`config.mk`:
```
export PLATFORM = sky130hd
export DESIGN_NAME = float_to_decimal_text
export DESIGN_NICKNAME = d
export VERILOG_FILES = /design/src/sv/ftdt_pkg.sv /design/src/sv/ftdt_front.sv /design/src/sv/ftdt_cell.sv /design/src/sv/ftdt_format.sv /design/src/sv/float_to_decimal_text.sv
export VERILOG_INCLUDE_DIRS = /design/src /design/src/sv
export SDC_FILE = /design/constraint.sdc
export NUM_CORES = 1
export LEC_CHECK = 0
export BUFFER_PORTS_ARGS = -buffer_cell sky130_fd_sc_hd__buf_2
export CORE_ASPECT_RATIO = 0.75
export CORE_MARGIN = 4
export CORE_UTILIZATION = 47
export DETAILED_ROUTE_END_ITERATION = 16
export PLACE_DENSITY = 0.71
export SETUP_SLACK_MARGIN = 0.4
export SLEW_MARGIN = 20
export SYNTH_ARGS = -nofsm -noshare
export SYNTH_HDL_FRONTEND = slang
export SYNTH_HIERARCHICAL = 1
export SYNTH_SLANG_ARGS = --single-unit
```
`constraint.sdc`:
```
create_clock -name clk -period 11.9 [get_ports clk]
set_input_delay 1.19 -clock clk [delete_from_list [all_inputs] [get_ports clk]]
set_output_delay 1.19 -clock clk [all_outputs]
set_load 0.005 [all_outputs]
```
`src/sv/float_to_decimal_text_macros.svh`:
```
// ----------------------------------------------------------------------------
// float_to_decimal_text assertion macros
// Shorthand for the clocked checks of the float to text block. Each macro
// expects clk and rst_n in scope.
// ----------------------------------------------------------------------------
`ifndef FLOAT_TO_DECIMAL_TEXT_MACROS_SVH
`define FLOAT_TO_DECIMAL_TEXT_MACROS_SVH

// Check that a condition implies a consequence on the same edge
`define FTDT_ASSERT_IMP(label, ante, cons, msg) \
  label: assert property (@(posedge clk) disable iff (!rst_n) (ante) |-> (cons)) \
    else $error(msg);

// Check that a condition never occurs outside reset
`define FTDT_ASSERT_NEVER(label, cond, msg) \
  label: assert property (@(posedge clk) disable iff (!rst_n) !(cond)) \
    else $error(msg);

`endif

```
`src/sv/ftdt_pkg.sv`:
```
// ----------------------------------------------------------------------------
// ftdt_pkg
// Shared types and constants of the float to decimal text block.
// ----------------------------------------------------------------------------
`timescale 1ns / 1ps

package ftdt_pkg;

  // Input word and field layout
  localparam int FLOAT_W = 32;
  localparam int MANT_W  = 23;
  localparam int EXP_W   = 8;

  // Integer part is below 2**19, so six decimal digits hold it
  localparam int IPART_W = 19;
  localparam int NDIG    = 6;
  localparam int BCD_W   = 4 * NDIG;
  localparam int FRAC_W  = 3;
  localparam int NCELL   = IPART_W;

  // Text
  localparam int TEXT_MAX = 7;
  localparam int LEN_W    = 3;

  // Exponent handling
  localparam logic [EXP_W-1:0]        EXP_BIAS   = 8'd127;
  localparam logic signed [EXP_W-1:0] EXP_HI     = 8'sd18;
  localparam logic signed [EXP_W-1:0] EXP_LO     = -8'sd3;
  localparam logic [EXP_W-1:0]        SHIFT_BASE = 8'd20;

  // Kind of text to produce
  typedef enum logic [2:0] {
    KIND_NUM  = 3'b001,
    KIND_INF  = 3'b010,
    KIND_ZERO = 3'b100
  } kind_t;

  typedef logic [NDIG-1:0][3:0] digits_t;

  // Fields that ride along the cell chain untouched
  typedef struct packed {
    kind_t             kind;
    logic              neg;
    logic [FRAC_W-1:0] frac;
  } side_t;

  // Word held in each cell
  typedef struct packed {
    digits_t            bcd;
    logic [IPART_W-1:0] bin;
    side_t              side;
  } cell_data_t;

endpackage

```
`src/sv/ftdt_front.sv`:
```
// ----------------------------------------------------------------------------
// ftdt_front
// Input stage: classify the exponent, align the significand and split it
// into integer part and three fraction bits.
// ----------------------------------------------------------------------------
`timescale 1ns / 1ps

module ftdt_front (
  input  logic                         clk,
  input  logic                         rst_n,
  input  logic                         in_vld,
  output logic                         in_rdy,
  input  logic [ftdt_pkg::FLOAT_W-1:0] in_bits,
  output logic                         out_vld,
  input  logic                         out_rdy,
  output ftdt_pkg::cell_data_t         out_data
);
  import ftdt_pkg::*;

  logic                     vld_r;
  cell_data_t               data_r;
  cell_data_t               data_nxt;
  logic [EXP_W-1:0]         ewrap;
  logic [MANT_W:0]          sig;
  logic [EXP_W-1:0]         shamt;
  logic [MANT_W:0]          aligned;

  // Decode exponent and align significand
  always_comb begin
    ewrap   = in_bits[FLOAT_W-2 -: EXP_W] - EXP_BIAS;
    sig     = {1'b1, in_bits[MANT_W-1:0]};
    shamt   = SHIFT_BASE - ewrap;
    aligned = sig >> shamt[4:0];

    data_nxt.bcd       = '0;
    data_nxt.bin       = aligned[IPART_W+FRAC_W-1:FRAC_W];
    data_nxt.side.neg  = in_bits[FLOAT_W-1];
    data_nxt.side.frac = aligned[FRAC_W-1:0];
    if ($signed(ewrap) > EXP_HI) begin
      data_nxt.side.kind = KIND_INF;
    end else if ($signed(ewrap) < EXP_LO) begin
      data_nxt.side.kind = KIND_ZERO;
    end else begin
      data_nxt.side.kind = KIND_NUM;
    end
  end

  assign in_rdy = !vld_r || out_rdy;

  // Hold until the next cell takes the word
  always_ff @(posedge clk) begin
    if (!rst_n) begin
      vld_r <= 1'b0;
    end else if (in_rdy) begin
      vld_r <= in_vld;
    end
  end

  always_ff @(posedge clk) begin
    if (in_rdy && in_vld) begin
      data_r <= data_nxt;
    end
  end

  assign out_vld  = vld_r;
  assign out_data = data_r;

endmodule

```
`src/sv/ftdt_cell.sv`:
```
// ----------------------------------------------------------------------------
// ftdt_cell
// One shift-and-add-three step of the binary to decimal chain: adjust each
// decimal digit, then shift in the next integer bit.
// ----------------------------------------------------------------------------
`timescale 1ns / 1ps

module ftdt_cell (
  input  logic                 clk,
  input  logic                 rst_n,
  input  logic                 in_vld,
  output logic                 in_rdy,
  input  ftdt_pkg::cell_data_t in_data,
  output logic                 out_vld,
  input  logic                 out_rdy,
  output ftdt_pkg::cell_data_t out_data
);
  import ftdt_pkg::*;

  logic             vld_r;
  cell_data_t       data_r;
  cell_data_t       data_nxt;
  digits_t          adj;
  logic [BCD_W-1:0] adj_flat;

  // Add three to every digit of five or more, then shift left one bit
  always_comb begin
    for (int i = 0; i < NDIG; i++) begin
      adj[i] = (in_data.bcd[i] >= 4'd5) ? in_data.bcd[i] + 4'd3 : in_data.bcd[i];
    end
    adj_flat      = adj;
    data_nxt      = in_data;
    data_nxt.bcd  = {adj_flat[BCD_W-2:0], in_data.bin[IPART_W-1]};
    data_nxt.bin  = {in_data.bin[IPART_W-2:0], 1'b0};
  end

  assign in_rdy = !vld_r || out_rdy;

  // Advance when the neighbor is free, otherwise hold
  always_ff @(posedge clk) begin
    if (!rst_n) begin
      vld_r <= 1'b0;
    end else if (in_rdy) begin
      vld_r <= in_vld;
    end
  end

  always_ff @(posedge clk) begin
    if (in_rdy && in_vld) begin
      data_r <= data_nxt;
    end
  end

  assign out_vld  = vld_r;
  assign out_data = data_r;

endmodule

```
`src/sv/ftdt_format.sv`:
```
// ----------------------------------------------------------------------------
// ftdt_format
// Output register: lay out sign, integer digits, point and fraction (or Inf, or
// a single 0) as ASCII characters and compute the text length.
// ----------------------------------------------------------------------------
`timescale 1ns / 1ps

module ftdt_format (
  input  logic                        clk,
  input  logic                        rst_n,
  input  logic                        in_vld,
  output logic                        in_rdy,
  input  ftdt_pkg::cell_data_t        in_data,
  output logic                        out_vld,
  input  logic                        out_stall,
  output logic [ftdt_pkg::TEXT_MAX-1:0][7:0] out_text,
  output logic [ftdt_pkg::LEN_W-1:0]  out_len
);
  import ftdt_pkg::*;

  localparam logic [7:0] CH_NUL   = 8'h00;
  localparam logic [7:0] CH_ZERO  = "0";
  localparam logic [7:0] CH_MINUS = "-";
  localparam logic [7:0] CH_POINT = ".";
  localparam logic [7:0] CH_I     = "I";
  localparam logic [7:0] CH_N     = "n";
  localparam logic [7:0] CH_F     = "f";

  // Digit k of the decimal text of frac/8, three digits
  function automatic logic [7:0] eighth_char(input logic [FRAC_W-1:0] frac,
                                             input logic [1:0] k);
    logic [11:0] dig;
    begin
      case (frac)
        3'd0:    dig = 12'h000;
        3'd1:    dig = 12'h125;
        3'd2:    dig = 12'h250;
        3'd3:    dig = 12'h375;
        3'd4:    dig = 12'h500;
        3'd5:    dig = 12'h625;
        3'd6:    dig = 12'h750;
        default: dig = 12'h875;
      endcase
      case (k)
        2'd0:    eighth_char = CH_ZERO + {4'd0, dig[11:8]};
        2'd1:    eighth_char = CH_ZERO + {4'd0, dig[7:4]};
        default: eighth_char = CH_ZERO + {4'd0, dig[3:0]};
      endcase
    end
  endfunction

  logic                          vld_r;
  logic [TEXT_MAX-1:0][7:0]      text_r;
  logic [LEN_W-1:0]              len_r;
  logic [TEXT_MAX-1:0][7:0]      text_nxt;
  logic [LEN_W-1:0]              len_nxt;
  logic [2:0]                    nd;
  logic [2:0]                    pos;
  logic [2:0]                    len_int;
  logic                          point;
  logic [3:0]                    len_frac;
  logic [2:0]                    q;
  logic [2:0]                    di;
  logic [3:0]                    digit;

  // Count significant digits, at least one
  always_comb begin
    nd = 3'd1;
    for (int i = 1; i < NDIG; i++) begin
      if (in_data.bcd[i] != 4'd0) begin
        nd = 3'(i + 1);
      end
    end
    pos      = {2'b00, in_data.side.neg};
    len_int  = pos + nd;
    point    = (len_int <= 3'd5);
    len_frac = {1'b0, len_int} + 4'd4;
  end

  // Build the characters position by position
  always_comb begin
    text_nxt = '0;
    len_nxt  = 3'd1;
    q        = '0;
    di       = '0;
    digit    = '0;
    unique case (in_data.side.kind)
      KIND_INF: begin
        text_nxt[0] = CH_I;
        text_nxt[1] = CH_N;
        text_nxt[2] = CH_F;
        len_nxt     = 3'd3;
      end
      KIND_ZERO: begin
        text_nxt[0] = CH_ZERO;
        len_nxt     = 3'd1;
      end
      KIND_NUM: begin
        for (int p = 0; p < TEXT_MAX; p++) begin
          q     = 3'(p) - pos;
          di    = nd - 3'd1 - q;
          digit = in_data.bcd[di];
          if (3'(p) < pos) begin
            text_nxt[p] = CH_MINUS;
          end else if (q < nd) begin
            text_nxt[p] = CH_ZERO + {4'd0, digit};
          end else if (point && q == nd) begin
            text_nxt[p] = CH_POINT;
          end else if (point && ({1'b0, q} <= {1'b0, nd} + 4'd3)) begin
            text_nxt[p] = eighth_char(in_data.side.frac, 2'(q - nd - 3'd1));
          end else begin
            text_nxt[p] = CH_NUL;
          end
        end
        if (!point) begin
          len_nxt = len_int;
        end else if (len_frac > 4'(TEXT_MAX)) begin
          len_nxt = 3'(TEXT_MAX);
        end else begin
          len_nxt = len_frac[LEN_W-1:0];
        end
      end
      default: begin
        text_nxt[0] = CH_ZERO;
        len_nxt     = 3'd1;
      end
    endcase
  end

  assign in_rdy = !vld_r || !out_stall;

  // Hold the result until the consumer takes it
  always_ff @(posedge clk) begin
    if (!rst_n) begin
      vld_r <= 1'b0;
    end else if (in_rdy) begin
      vld_r <= in_vld;
    end
  end

  always_ff @(posedge clk) begin
    if (in_rdy && in_vld) begin
      text_r <= text_nxt;
      len_r  <= len_nxt;
    end
  end

  assign out_vld  = vld_r;
  assign out_text = text_r;
  assign out_len  = len_r;

endmodule

```
`src/sv/float_to_decimal_text.sv`:
```
// ----------------------------------------------------------------------------
// float_to_decimal_text: IEEE single to short ASCII text, 1/8 resolution
// Stages from input accept to out_valid: input stage, 19 cells, output register.
// Throughput one word per cycle; each stage advances when its neighbor is free.
// Reset clears all stage valid bits at once; no clearing pass, ready right after.
// ----------------------------------------------------------------------------
`timescale 1ns / 1ps
`include "float_to_decimal_text_macros.svh"

module float_to_decimal_text (
  input  logic                         clk,
  input  logic                         rst_n,
  input  logic                         in_valid,
  output logic                         in_stall,
  input  logic [ftdt_pkg::FLOAT_W-1:0] in_float_bits,
  output logic                         out_valid,
  input  logic                         out_stall,
  output logic [7:0]                   out_char_0,
  output logic [7:0]                   out_char_1,
  output logic [7:0]                   out_char_2,
  output logic [7:0]                   out_char_3,
  output logic [7:0]                   out_char_4,
  output logic [7:0]                   out_char_5,
  output logic [7:0]                   out_char_6,
  output logic [ftdt_pkg::LEN_W-1:0]   out_text_length
);
  import ftdt_pkg::*;

  logic                     front_rdy;
  logic                     link_vld [0:NCELL];
  logic                     link_rdy [0:NCELL];
  cell_data_t               link_data [0:NCELL];
  logic [TEXT_MAX-1:0][7:0] text;

  // Classify and align the input word
  ftdt_front u_front (
    .clk      (clk),
    .rst_n    (rst_n),
    .in_vld   (in_valid),
    .in_rdy   (front_rdy),
    .in_bits  (in_float_bits),
    .out_vld  (link_vld[0]),
    .out_rdy  (link_rdy[0]),
    .out_data (link_data[0])
  );

  assign in_stall = !front_rdy;

  // Binary to decimal chain, one integer bit per cell
  for (genvar g = 0; g < NCELL; g++) begin : g_cell
    ftdt_cell u_cell (
      .clk      (clk),
      .rst_n    (rst_n),
      .in_vld   (link_vld[g]),
      .in_rdy   (link_rdy[g]),
      .in_data  (link_data[g]),
      .out_vld  (link_vld[g+1]),
      .out_rdy  (link_rdy[g+1]),
      .out_data (link_data[g+1])
    );
  end

  // Lay out the text into the output register
  ftdt_format u_format (
    .clk       (clk),
    .rst_n     (rst_n),
    .in_vld    (link_vld[NCELL]),
    .in_rdy    (link_rdy[NCELL]),
    .in_data   (link_data[NCELL]),
    .out_vld   (out_valid),
    .out_stall (out_stall),
    .out_text  (text),
    .out_len   (out_text_length)
  );

  assign out_char_0 = text[0];
  assign out_char_1 = text[1];
  assign out_char_2 = text[2];
  assign out_char_3 = text[3];
  assign out_char_4 = text[4];
  assign out_char_5 = text[5];
  assign out_char_6 = text[6];

  // Checks on the formatted result
  `FTDT_ASSERT_NEVER(a_len_nonzero, out_valid && out_text_length == 3'd0, "zero text length")
  `FTDT_ASSERT_IMP(a_tail_zero, out_valid && out_text_length != 3'd7, out_char_6 == 8'h00, "char beyond length not zero")
  `FTDT_ASSERT_IMP(a_inf_len, out_valid && out_char_0 == "I", out_text_length == 3'd3 && out_char_3 == 8'h00, "bad Inf text")
  `FTDT_ASSERT_IMP(a_single_zero, out_valid && out_text_length == 3'd1, out_char_0 == "0" && out_char_1 == 8'h00, "one-char text not zero")

endmodule
```
==> results of run 1 <==
[area by class of cell]
type / instances / area (um^2)
Fill cell: 7305 / 41990
Sequential cell: 853 / 25400
Inverter: 268 / 1007
Tap cell: 1152 / 1441
Clock inverter: 47 / 454.2
Timing Repair Buffer: 98 / 523.0
Multi-Input combinational cell: 2150 / 15040
Clock buffer: 100 / 2118
[worst paths after layout]
check	start	to	slack, ns	cells after the start
max	out_stall	in_stall	5.53	24
min	g_cell[5].u_cell/out_data[17]$_DFFE_PP_	g_cell[6].u_cell/out_data[18]$_DFFE_PP_	0.40	0
max reg2reg	g_cell[18].u_cell/out_data[43]$_DFFE_PP_	u_format/out_text[17]$_SDFFCE_PN0P_	7.02	9
min reg2reg	g_cell[5].u_cell/out_data[17]$_DFFE_PP_	g_cell[6].u_cell/out_data[18]$_DFFE_PP_	0.40	0
[registers in the layout (all words and copies together), names as in the netlist]
register                cells
g_cell.u_cell/out_data    760
u_format/out_len            3
g_cell.u_cell/out_vld      19
u_front/out_vld             1
u_format/out_vld            1
u_front/out_data           26
u_format/out_text          43
[layer usage]
metal	wire length, um	GRT usage, %	vias up
li1	-	-	11920
met1	29270	18.06	10800
met2	28510	21.88	428
met3	3658	3.175	98
met4	1331	3.712	0
met5	0	0	-
[report_power, final]
group          switching (uW)  internal [uW]  total, uW
sequential               14.8           3300       3310
combinational             111           80.0        191
clock                    1070           1420       2500
[worst max-delay path: stages]
cell,delay (ns)
buf_2,0.10
nand2_1,0.06
nand2b_1,0.16
nand2b_1,0.17
nand2b_1,0.17
nand2b_1,0.17
nand2b_1,0.17
nand2b_1,0.17
nand2b_1,0.18
nand2b_1,0.19
nand2b_1,0.17
nand2b_1,0.17
nand2b_1,0.17
nand2b_1,0.17
nand2b_1,0.17
nand2b_1,0.17
nand2b_1,0.17
nand2b_1,0.18
nand2b_1,0.19
nand2b_1,0.19
nand2b_1,0.19
nand2b_1,0.24
inv_1,0.11
buf_2,0.12
[metrics by stage]
stage | worst slack [ns] | power, uW | hold slack [ns] | instances | cell area [um^2]
finish | 5.533 | 5998 | 0.3970 | 4668 | 45990
global route | 5.134 | 6237 | 0.4040 | 4668 | 45990
CTS | 5.540 | 6082 | 0.4027 | 4668 | 45980
detailed placement | 5.648 | 3563 | 0.4045 | 4521 | 43410
global placement | 5.643 | 3559 | 0.4005 | 4521 | 43410
floorplan | 6.433 | 3531 | 0.4003 | 3354 | 41940
==> results.md, run 1 <==
- Die H: 266.3 um
- Crit end category: primary output
- # DRC: 0
- Fmax: 157.1 MHz
- Antenna-violating nets left: 0
- Dpl hpwl: 44890 um
- Post-CTS Setup Bufs: 0
- Antenna diodes: 0
- Slew margin rel.: 30.46%
- Layout Nets: 3740
- Max clock buf depth: 3
- Via density: 4.981
- Final min period: 6.367 ns
- GPL Wtd Cong: 0.8817
- Syn. warnings: 6
- TritonCTS clock tree: done
- Leading cell type in the layout, fill and taps excluded: edfxtp_1
- Post-cts resize count: 0
- HP Class: flop to flop
- Most frequent cells in the layout: 832 x edfxtp_1, 481 x nand2_1, 266 x inv_1
- GRT Total Usage: 13.39%
- Core ar.: 87970 um^2
- Final Hold Viols: 0
- Vias after detailed routing: 23250
- Row count: 94
- Top Ports: 97
- Pwr/cell area: 130.4 nW/um^2
- Leakage: 0.01725 uW
- RSZ-0062 raised after global routing: false
- DR pass1 iterations: 5
- Final-report max-slew violation count: 0
- Die area: 93860 um^2
- Number of global-route vias before repair: 22340
- Max VDD drop: 0.1033 mV
- Clock Pin Slew Worst Setup and Hold Paths: 0.06 ns
- Layout cells sized above 1: 11.29%
- Setup violations, final: 0
- Cell area after synthesis: 41820 um^2
- Crit Path Class: primary input to primary output
- Critical path launch point type: primary input
- Post-CTS Hold Fix Bufs: 0
- Area growth from synthesis to layout: 9.963%
- Mean Syn Cell Area: 12.59 um^2
- Max Cap Violations: 0
- Tightest Pin Transition: 1.043 ns
- Port Buf Inserts: 85
- Req. time, crit path: 10.71 ns
- Core Util, Final: 52.27%
- Arr. time, crit path: 5.18 ns
- Die extent in x: 352.4 um
- Status: finished, final reports clean
- H-tree levels: 3
- Final wirelength: 62760 um
- CTS root buf: clkbuf_16
- Iteration-0 DRC count of the detailed router: 1655
- Clock Skew: 0.02353 ns
- Cts bufs inserted: 80
- First-pass GRT wire length: 106100 um
- Worst skew pair latency: 0.63 ns
- Gate Count Post-Synth: 3321
- Final period utilization: 53.50%
- Gr ovfl total: 0
- Initial antenna violation count: 0
- # clock sinks: 853
- TNS Setup: 0 ns
- Worst-path maximum fanout: 3
- Largest net degree at the start of global routing: 50
- WL per Instance: 13.45 um
- Initial Util: 47.54%
(Power assumes the default switching activity.)
==> run 2, diff against run 1 <==
--- a/config.mk
+++ b/config.mk
@@ -11,7 +11,7 @@
 export CORE_MARGIN = 4
 export CORE_UTILIZATION = 47
 export DETAILED_ROUTE_END_ITERATION = 16
-export PLACE_DENSITY = 0.71
+export PLACE_DENSITY = 0.73
 export SETUP_SLACK_MARGIN = 0.4
 export SLEW_MARGIN = 20
 export SYNTH_ARGS = -nofsm -noshare
==> constraint.sdc (replaced) <==
create_clock -name clk -period 5.6 [get_ports clk]
set_input_delay 0.56 -clock clk [delete_from_list [all_inputs] [get_ports clk]]
set_output_delay 0.56 -clock clk [all_outputs]
set_load 0.005 [all_outputs]
==> run 2 against run 1 <==
  * Flip-flop and latch count unchanged
  * First-iteration DRC count is 0.36% lower
  * Clock power up 110%
  * Global-route usage up 0.16 points
  * Sequential share of layout area down 0.13 points
  * Combinational power is 120% higher
  * Cell count about the same
  * Sequential power rose by 110%
  * Clock skew decreased by 0.0076 ns
  * Total power rose by 110%
  * Core utilization grew 0.13 points
  * Wire length rose by 1.4%
  * Critical endpoint unchanged
  * Highest routed layer unchanged
==> results.md, run 2 (synthesized netlist as in run 1, its figures left out) <==
- Core Util, Final: 52.40%
- Fmax: 204.1 MHz
- Top Ports: 97
- Cts bufs inserted: 79
- Antenna diodes: 0
- Seq pwr share: 55.2%
- Final wirelength: 63640 um
- Crit-path slowest cell: dfxtp_2
- Die extent in x: 352.4 um
- Setup violations, final: 0
- Max clock buf depth: 3
- Final instance area: 46100 um^2
- WL per Instance: 13.63 um
- Final min period: 4.900 ns
- Final-report max-slew violation count: 0
- Vias after detailed routing: 23390
- Via density: 5.008
- Final Hold Viols: 0
- Gate power share: 3.2%
- H-tree levels: 3
- Cells along the critical path: nand2_1 -> nand2b_1 -> nand2b_4 -> nand2b_4 -> nand2b_1 -> nand2b_4 -> nand2b_4 -> nand2b_1 -> nand2b_1 -> nand2b_4 -> nand2b_1 -> nand2b_1 -> nand2b_1 -> nand2b_1 -> nand2b_1 -> nand2b_4 -> nand2b_4 -> nand2b_4 -> nand2b_4 -> nand2b_4 -> nand2b_4 -> inv_1 -> buf_2
- Tightest Pin Transition: 1.036 ns
- Layout cells sized above 1: 11.65%
- Int Pwr: 10200 uW
- Status: finished, final reports clean
- Gr ovfl total: 0
- Req. time, crit path: 5.04 ns
- Leakage: 0.01738 uW
- DR pass1 iterations: 6
- Clock Pin Slew Worst Setup and Hold Paths: 0.06 ns
- # DRC: 0
- GPL Wtd Cong: 0.9384
- GRT Total Usage: 13.56%
- RSZ-0062 raised after global routing: false
- Max VDD drop: 0.2031 mV
- Crit end category: primary output
- Layout Nets: 3744
- P_sw: 2537 uW
- Crit Path Class: flop to primary output
- Initial antenna violation count: 0
- Post-CTS Setup Bufs: 0
- Area growth from synthesis to layout: 10.23%
- Dpl cell area: 43440 um^2
- Antenna-violating nets left: 0
- HP Class: primary input to flop
- Initial Util: 47.54%
- TNS Setup: 0 ns
- Clock Skew: 0.01596 ns
- Worst-path maximum fanout: 3
- CTS root buf: clkbuf_16
- First-pass GRT wire length: 107300 um
- Leading cell type in the layout, fill and taps excluded: edfxtp_1
- Most frequent cells in the layout: 832 x edfxtp_1, 481 x nand2_1, 266 x inv_1
- Die H: 266.3 um
- # clock sinks: 853
- Number of global-route vias before repair: 22200
- Crit-path max cell delay: 0.33 ns
- Worst skew pair latency: 0.63 ns
- Dpl hpwl: 45420 um
- TritonCTS clock tree: done
- Largest register FFs: 760
- Total power: 12740 uW
- Most common cell on crit path: nand2b_4
- Core ar.: 87970 um^2
- Iteration-0 DRC count of the detailed router: 1649
- Critical path launch point type: flop
- Port Buf Inserts: 85
- Pwr/cell area: 276.3 nW/um^2
- Row count: 94
- Max Cap Violations: 0
- Die area: 93860 um^2
- Switching Fraction: 19.91%
- Arr. time, crit path: 4.34 ns
- Final period utilization: 87.50%
- Largest net degree at the start of global routing: 50
- Power share of the clock group: 41.6%
- Slew margin rel.: 30.90%
-- run 2: changes by cell type in the layout (fill, tap and decap cells not counted), sizes merged --
cell,previous run,this run
clkinvlp,3,1
inv,270,268
bufinv,7,8
buf,98,103
clkbuf,100,98
clkinv,35,38
-- run 2: worst max-delay path: cells and delay by family (launching register included) --
family	cells	cell delay, ns
simple gates	21	3.21
flops	1	0.33
buf+inv	2	0.16
-- run 2: what timing repair did --
item / CTS / global route
endpoints found under the setup margin: 1 / 1
resized for setup: 4 / 9
hold buffers: 0 / 0
-- run 2: path summary, 6_finish.rpt --
check             depth (start not counted)                                      from                                       to  slack (ns)
hold / removal                            1                         in_float_bits[31]            u_front/out_data[3]$_DFFE_PP_        0.14
setup / recovery                         23             u_format/out_vld$_SDFFE_PN0N_                                 in_stall        0.70
hold reg to reg                           0   g_cell[4].u_cell/out_data[12]$_DFFE_PP_  g_cell[5].u_cell/out_data[13]$_DFFE_PP_        0.41
setup reg to reg                          9  g_cell[18].u_cell/out_data[43]$_DFFE_PP_      u_format/out_text[11]$_SDFFCE_PN0P_        1.07
-- run 2: final cells by class --
type | instances | area, um^2
clock buffers | 98 | 2079
clock inverters | 47 | 485.5
fillers | 7260 | 41880
inverters | 268 | 1007
multi-input cells | 2150 | 15120
flip-flops and latches | 853 | 25410
well taps | 1152 | 1441
repair buffers | 103 | 560.5
-- run 2: stage by stage --
stage               worst slack (ns)  hold WS (ns)  cells
floorplan                      1.015        0.4003   3354
global placement              0.5931        0.4003   4526
detailed placement            0.6486        0.4045   4526
CTS                           0.4088        0.1023   4671
global route                  0.3903        0.1051   4671
finish                        0.6998        0.1445   4671
-- run 2: routing by layer --
metal | wire length [um] | vias to the layer above | part of all wire (%) | global-route usage (%)
li1 | - | 11920 | - | -
met1 | 30190 | 10930 | 47 | 19.01
met2 | 28740 | 443 | 45 | 21.75
met3 | 3325 | 101 | 5.2 | 2.601
met5 | 0 | - | 0 | 0
met4 | 1380 | 0 | 2.2 | 3.834
-- run 2: power by group through the flow --
stage          logic [uW]  clock network [uW]  registers (uW)
2_1_floorplan         344                   0            7160
3_3_place_gp          396                   0            7170
3_5_place_dp          403                   0            7170
4_1_cts               405                5450            7030
5_1_grt               460                5750            7030
6_report              412                5300            7030
